$ cat src/rtl/crc_pkg.sv
package crc_pkg;

  localparam int MAX_SIDE  = 512;
  localparam int FRAC_BITS = 8;

  localparam int CFG_W     = 10;
  localparam int CHAR_W    = 8;
  localparam int COORD_W   = 20;
  localparam int R_W       = 20;
  localparam int PIX_W     = 9;
  localparam int STATUS_W  = 3;
  localparam int CFG_IDX_W = 2;

  localparam int SIDE_W  = $clog2(MAX_SIDE);
  localparam int CNT_W   = $clog2(MAX_SIDE + 1);
  localparam int CMP_W   = ((CNT_W > PIX_W) ? CNT_W : PIX_W) + 1;
  localparam int ADDR_W  = 2 * SIDE_W;
  localparam int RAM_DEPTH = 1 << ADDR_W;

  localparam int POS_W  = SIDE_W + FRAC_BITS;
  localparam int DIFF_W = ((POS_W > COORD_W) ? POS_W : COORD_W) + 2;
  localparam int ABS_W  = DIFF_W - 1;
  localparam int SQ_W   = 2 * ABS_W;
  localparam int D2_W   = SQ_W + 1;
  localparam int RSQ_W  = 2 * R_W;
  localparam int ONE    = 1 << FRAC_BITS;

  localparam logic [CHAR_W-1:0] SHAPE_OUTLINE = 8'h63;
  localparam logic [CHAR_W-1:0] SHAPE_FILLED  = 8'h43;

  localparam logic [CFG_W-1:0]  WIDTH_RESET  = 10'd1;
  localparam logic [CFG_W-1:0]  HEIGHT_RESET = 10'd1;
  localparam logic [CHAR_W-1:0] BG_RESET     = 8'd32;

  typedef enum logic [1:0] {
    OP_DRAW  = 2'd0,
    OP_READ  = 2'd1,
    OP_CLEAR = 2'd2,
    OP_NONE  = 2'd3
  } op_e;

  typedef enum logic [STATUS_W-1:0] {
    ST_OK         = 3'd0,
    ST_BAD_RADIUS = 3'd1,
    ST_BAD_SHAPE  = 3'd2,
    ST_BLOCKED    = 3'd3,
    ST_OUTSIDE    = 3'd4
  } status_e;

  typedef enum logic [CFG_IDX_W-1:0] {
    CFG_WIDTH  = 2'd0,
    CFG_HEIGHT = 2'd1,
    CFG_BG     = 2'd2
  } cfg_e;

  typedef struct packed {
    logic    load;
    logic    setup;
    logic    scan_clr;
    logic    scan_adv;
    logic    clear_mode;
    logic    rd_en;
    logic    res_load;
    status_e res_status;
    logic    res_use_rdata;
  } cmd_t;

  typedef struct packed {
    op_e  op;
    logic r_zero;
    logic shape_ok;
    logic rd_outside;
    logic scan_last;
    logic pipe_busy;
  } stat_t;

endpackage

$ cat src/rtl/crc_ctrl.sv
module crc_ctrl (
  input  logic           clk_i,
  input  logic           rst_ni,
  input  logic           in_valid_i,
  output logic           in_stall_o,
  input  logic           out_stall_i,
  output logic           out_valid_o,
  input  crc_pkg::stat_t stat_i,
  output crc_pkg::cmd_t  cmd_o
);

  typedef enum logic [2:0] {
    S_IDLE,
    S_DECODE,
    S_SETUP,
    S_SCAN,
    S_DRAIN,
    S_RESP
  } state_e;

  state_e           state_q, state_d;
  logic             err_q, err_d;
  crc_pkg::status_e code_q, code_d;
  logic             use_rd_q, use_rd_d;
  logic             out_valid_q, out_valid_d;
  logic             out_free;

  assign out_free = !out_valid_q || !out_stall_i;

  always_comb begin
    state_d     = state_q;
    err_d       = err_q;
    code_d      = code_q;
    use_rd_d    = use_rd_q;
    out_valid_d = out_valid_q && out_stall_i;
    cmd_o               = '0;
    cmd_o.res_status    = code_q;
    cmd_o.res_use_rdata = use_rd_q;

    case (state_q)
      S_IDLE: begin
        if (in_valid_i) begin
          cmd_o.load = 1'b1;
          state_d    = S_DECODE;
        end
      end
      S_DECODE: begin
        code_d   = crc_pkg::ST_OK;
        use_rd_d = 1'b0;
        state_d  = S_RESP;
        case (stat_i.op)
          crc_pkg::OP_DRAW: begin
            if (err_q) begin
              code_d = crc_pkg::ST_BLOCKED;
            end else if (stat_i.r_zero) begin
              code_d = crc_pkg::ST_BAD_RADIUS;
              err_d  = 1'b1;
            end else if (!stat_i.shape_ok) begin
              code_d = crc_pkg::ST_BAD_SHAPE;
              err_d  = 1'b1;
            end else begin
              state_d = S_SETUP;
            end
          end
          crc_pkg::OP_READ: begin
            if (stat_i.rd_outside) begin
              code_d = crc_pkg::ST_OUTSIDE;
            end else begin
              cmd_o.rd_en = 1'b1;
              use_rd_d    = 1'b1;
            end
          end
          crc_pkg::OP_CLEAR: begin
            err_d            = 1'b0;
            cmd_o.scan_clr   = 1'b1;
            cmd_o.clear_mode = 1'b1;
            state_d          = S_SCAN;
          end
          default: ;
        endcase
      end
      S_SETUP: begin
        cmd_o.setup    = 1'b1;
        cmd_o.scan_clr = 1'b1;
        state_d        = S_SCAN;
      end
      S_SCAN: begin
        cmd_o.scan_adv = 1'b1;
        if (stat_i.scan_last) begin
          state_d = S_DRAIN;
        end
      end
      S_DRAIN: begin
        if (!stat_i.pipe_busy) begin
          state_d = S_RESP;
        end
      end
      S_RESP: begin
        if (out_free) begin
          cmd_o.res_load = 1'b1;
          out_valid_d    = 1'b1;
          state_d        = S_IDLE;
        end
      end
      default: state_d = S_IDLE;
    endcase
  end

  always_ff @(posedge clk_i or negedge rst_ni) begin
    if (!rst_ni) begin
      state_q     <= S_IDLE;
      err_q       <= 1'b0;
      code_q      <= crc_pkg::ST_OK;
      use_rd_q    <= 1'b0;
      out_valid_q <= 1'b0;
    end else begin
      state_q     <= state_d;
      err_q       <= err_d;
      code_q      <= code_d;
      use_rd_q    <= use_rd_d;
      out_valid_q <= out_valid_d;
    end
  end

  assign in_stall_o  = state_q != S_IDLE;
  assign out_valid_o = out_valid_q;

endmodule

$ cat config.mk
export PLATFORM = sky130hd
export DESIGN_NAME = crc_ctrl
export DESIGN_NICKNAME = d
export VERILOG_FILES = /design/src/rtl/crc_pkg.sv /design/src/rtl/crc_ctrl.sv
export SDC_FILE = /design/constraint.sdc
export NUM_CORES = 1
export LEC_CHECK = 0
export ABC_AREA = 1
export BUFFER_PORTS_ARGS = -buffer_cell sky130_fd_sc_hd__buf_2
export CAP_MARGIN = 20
export CORE_MARGIN = 2
export CORE_UTILIZATION = 40
export CTS_CLUSTER_SIZE = 8
export DETAILED_ROUTE_END_ITERATION = 8
export MAX_ROUTING_LAYER = met4
export PLACE_DENSITY = 0.75
export RECOVER_POWER = 25
export SLEW_MARGIN = 5
export SYNTH_ARGS = -nofsm -noshare
export SYNTH_HDL_FRONTEND = slang
export SYNTH_SLANG_ARGS = --single-unit
$ cat constraint.sdc
create_clock -name clk_i -period 3.3 [get_ports clk_i]
set_clock_uncertainty 0.1 [all_clocks]
set_input_delay 0.33 -clock clk_i [delete_from_list [all_inputs] [get_ports clk_i]]
set_output_delay 0.33 -clock clk_i [all_outputs]
set_load 0.1 [all_outputs]
==> impl_results.md, run 1 <==
- Status: complete, no violations
- CTS tree: yes
- Mean post-synth cell area: 7.20 um^2
- Inserted Diodes: 0
- DR iter-0 viols: 17
- RSZ-0062 raised after global routing: false
- Final cell count without fillers: 117
- Post-DP HPWL: 914 um
- CTS H-Tree Depth: 1
- Place WS: 1240 ps
- Slew margin rel.: 66.3%
- Area contributors post-synth: dfrtp_1 (41%), nand2_1 (12%), inv_1 (9.5%)
- Post-cts resize count: 0
- Filler cell count: 135
- Grt ovf: 0
- Worst slew pin tran: 505 ps
- Total number of vias: 543
- Final RePlAce weighted congestion: 0.889
- DRT Pass-1 Iters: 4
- Drt wl/cell: 10.1 um
- Final cycle utilization of the critical path: 71.1%
- Max-Cap Viols: 0
- Total GRT Usage: 18.8%
- Die area: 1700 um^2
- Startpoint types: register
- Synth cell types: 18
- Commonest non-fill, non-tap cell in the layout: buf_2
- CTS Buffer Depth: 2
- Layout cells sized above 1: 30.4%
- Number of global-route vias before repair: 465
- Post-Route WL: 1180 um
- Max-slew violation count: 0
- Initial core utilization: 42.6%
- CTS buffer count: 3
- Most frequent cells in the layout: buf_2 (22), nand2_1 (17), inv_1 (14)
- Sequential area share after synthesis: 40.6%
- Synth-to-Final Area Change: 26.4%
- Port bufs: 23
- Row count: 13
- CTS Root Cell: clkbuf_4
- Worst skew pair latency: 270 ps
- Io pins: 24
- Ys Warns: 0
- Setup TNS: 0 ps
- Crit Path Category: reg -> out
- Initial antenna violation count: 0
- Register bit total from synthesis: 9
- Syn Nets: 88
- Final WS setup: 952 ps
- Largest net degree at the start of global routing: 12
- Post-Synthesis Cells: 77
- Share of the synthesized area in the top cell type: 40.6%
- Critical path arrival: 1920 ps
- Fmax: 0.426 GHz
- Sinks on Clock Net: 9
- DRC violations left: 0
- Drt via density: 4.64
- Final hold vios: 0
- Data required, critical path: 2870 ps
- Tightest Hold Check Type: in -> reg
- # setup viols final: 0
- Minimum clock period: 2350 ps
- Critical Path End Type: primary output
- Slack of the worst reg-to-reg path: 1870 ps
- Nets@finish: 114
- Clk slew on worst S/H paths: 60 ps
- Worst Path Max Fanout: 11
- Cell Area, Synth: 554 um^2
- Cell count after placement: 112
- Yosys top cell by area: dfrtp_1
- Die X: 41.2 um
- First-pass GRT wire length: 1920 um
- Final hold slack: 192 ps
- Core area: 1300 um^2
- Detail Route Antenna Nets: 0
- Die Y: 41.2 um
==> flip-flops by register name, summed over array words and instances, names as in the netlist <==
register	count
state_q	3
use_rd_q	1
err_q	1
code_q	3
out_valid_o	1
==> through the flow <==
step / utilization (%) / cell area [um^2]
6_report: 53.8 / 701
5_1_grt: 53.8 / 701
4_1_cts: 53.9 / 702
3_5_place_dp: 51.2 / 666
3_3_place_gp: 51.2 / 666
2_1_floorplan: - / 562
==> timing repair <==
item,in CTS,in global routing
hold endpoints to repair,9,0
hold buffers,1,0
buffers inserted,0,0
==> kinds of logic (layout without fill, tap and decap cells) <==
group | count (synthesis) | count (layout) | share of synthesized area, %
flip-flops | 9 | 9 | 40.6
AO/OA/AOI/OAI | 9 | 9 | 9.71
AND/OR/NAND/NOR | 41 | 41 | 34.1
buffers and inverters | 18 | 43 | 15.6
==> synthesized netlist by cell type <==
cell,instances
inv_2,1
nor3_4,1
a21oi_1,2
nand2_1,17
buf_6,2
nand3b_1,1
and2_1,1
buf_4,1
or2_1,1
nand3_1,8
dfrtp_1,9
nor3_1,1
nor2_1,10
nor2_2,1
o22ai_1,2
o21ai_0,4
a21boi_2,1
inv_1,14
==> metal layers <==
metal  track usage (%)  up-vias  share of wire [%]
met5                 -        -                  0
met2              27.7       19                 43
met4              16.9        0                4.5
li1                  -      286                  -
met1              22.6      233                 46
met3              1.63        5                6.0
==> final timing paths <==
check	cells past startpoint	from	to
max	5	state_q[2]$_DFFE_PN0P_	cmd_o[8]
min	2	stat_i[2]	use_rd_q$_DFFE_PN0P_
max reg2reg	3	state_q[2]$_DFFE_PN0P_	use_rd_q$_DFFE_PN0P_
min reg2reg	2	out_valid_o$_DFF_PN0_	out_valid_o$_DFF_PN0_
max in group asynchronous	2	rst_ni	code_q[0]$_DFFE_PN0P_
min in group asynchronous	2	rst_ni	state_q[2]$_DFFE_PN0P_
==> layout make-up <==
| class | instances | area (um^2) | area share (%) |
|---|---|---|---|
| Multi-Input combinational cell | 50 | 250 | 35.7 |
| Sequential cell | 9 | 225 | 32.1 |
| Timing Repair Buffer | 24 | 124 | 17.7 |
| Inverter | 15 | 56.3 | 8.04 |
| Clock buffer | 4 | 26.3 | 3.75 |
| Tap cell | 15 | 18.8 | 2.68 |
==> critical path: stages (launching register included) <==
cell and delay, ps:
dfrtp_1 490, nor3_4 400, nand2_1 140, nor2_2 110, or2_1 100, buf_2 410
Power of run 1 is left out: the tool's default activity adds up to more than one toggle a clock period on the data nets, which glitch-free logic cannot reach.
==> run 2, diff against run 1 <==
- clock period: 3.3 -> 2.3 ns (I/O delays scaled with it)
==> impl_results.md, run 2 (same netlist as run 1, synthesis figures left out) <==
- Post-Route WL: 1180 um
- DR iter-0 viols: 16
- Max-slew violation count: 0
- Reg area: 225 um^2
- # setup viols final: 0
- Post-cts resize count: 0
- Grt ovf: 0
- Inserted Diodes: 0
- Total GRT Usage: 18.5%
- First-pass GRT wire length: 1900 um
- Final hold vios: 0
- Grt peak-use layer: met2
- Row count: 13
- Cts hold-fix bufs: 1
- GR Util met3: 4.89%
- Multi-input logic area: 277 um^2
- Final cycle utilization of the critical path: 93.7%
- Total number of vias: 556
- Port bufs: 23
- CTS Buffer Depth: 2
- Filler cell count: 139
- Postcts setup bufs: 0
- Met2 Use GR: 28.5%
- Die X: 41.2 um
- Top flop regs: code_q: 3 flops, state_q: 3 flops
- Worst skew pair latency: 260 ps
- Die area: 1700 um^2
- Critical path arrival: 1830 ps
- Crit Path Category: reg -> out
- Initial core utilization: 42.6%
- Critical Path End Type: primary output
- Tightest Hold Check Type: in -> reg
- Slew margin rel.: 67.2%
- CTS H-Tree Depth: 1
- Number of global-route vias before repair: 476
- Layout cells sized above 1: 35.0%
- RSZ-0062 raised after global routing: false
- DRC violations left: 0
- Io pins: 24
- Setup TNS: 0 ps
- Commonest non-fill, non-tap cell in the layout: buf_2
- Post-DP HPWL: 914 um
- Final RePlAce weighted congestion: 0.855
- Die Y: 41.2 um
- Minimum clock period: 2160 ps
- Largest net degree at the start of global routing: 10
- Core area: 1300 um^2
- Startpoint types: register
- Clk slew on worst S/H paths: 60 ps
- GR Util met1: 20.3%
- DRT Pass-1 Iters: 4
- Most frequent cells in the layout: buf_2 (21), nand2_1 (16), inv_1 (14)
- Nets@finish: 115
- CTS Root Cell: clkbuf_4
- Drt wl/cell: 10.0 um
- Sinks on Clock Net: 9
- Fmax: 0.464 GHz
- Worst Path Max Fanout: 9
- Detail Route Antenna Nets: 0
- Status: complete, no violations
- CTS buffer count: 3
- Initial antenna violation count: 0
- Data required, critical path: 1970 ps
- Max-Cap Viols: 0
- Worst slew pin tran: 492 ps
- Synth-to-Final Area Change: 35.2%
- CTS tree: yes
- Drt via density: 4.71
## run 2: stage by stage
step           util, %  worst slack [ps]  cell area, um^2  instances  hold slack [ps]
5_1_grt           57.6              28.5              749        118              114
3_3_place_gp      54.9               494              714        113            -8.67
3_5_place_dp      54.9               455              714        113            -3.30
2_1_floorplan        -              -166              588         77             -166
6_report          57.6               145              749        118             99.7
4_1_cts           57.7               156              751        118             94.0
## run 2: layout make-up
class	instances	area share (%)
Multi-Input combinational cell	50	36.9
Sequential cell	9	30.1
Timing Repair Buffer	25	19.5
Inverter	15	7.51
Clock buffer	4	3.51
Tap cell	15	2.50
## run 2: final timing paths
| check | from | end | slack (ps) | cells after the start |
|---|---|---|---|---|
| max | state_q[2]$_DFFE_PN0P_ | cmd_o[5] | 140 | 4 |
| min | out_stall_i | out_valid_o$_DFF_PN0_ | 100 | 3 |
| max reg2reg | state_q[2]$_DFFE_PN0P_ | code_q[2]$_DFFE_PN0P_ | 910 | 3 |
| min reg2reg | out_valid_o$_DFF_PN0_ | out_valid_o$_DFF_PN0_ | 390 | 2 |
| max in group asynchronous | rst_ni | code_q[2]$_DFFE_PN0P_ | 1420 | 2 |
| min in group asynchronous | rst_ni | err_q$_DFFE_PN0P_ | 350 | 2 |
## run 2: worst max-delay path, cell delays in order (launching register included)
cell and delay, ps:
dfrtp_1 510, nor3_4 330, nand3_1 180, nor2_2 110
buf_2 430
## run 2: routing by layer
layer / vias to the layer above / wire [um]
li1: 293 / -
met2: 26 / 558
met4: 0 / 14
met5: - / 0
met1: 235 / 523
met3: 2 / 83
Power of run 2 is left out for the same reason.
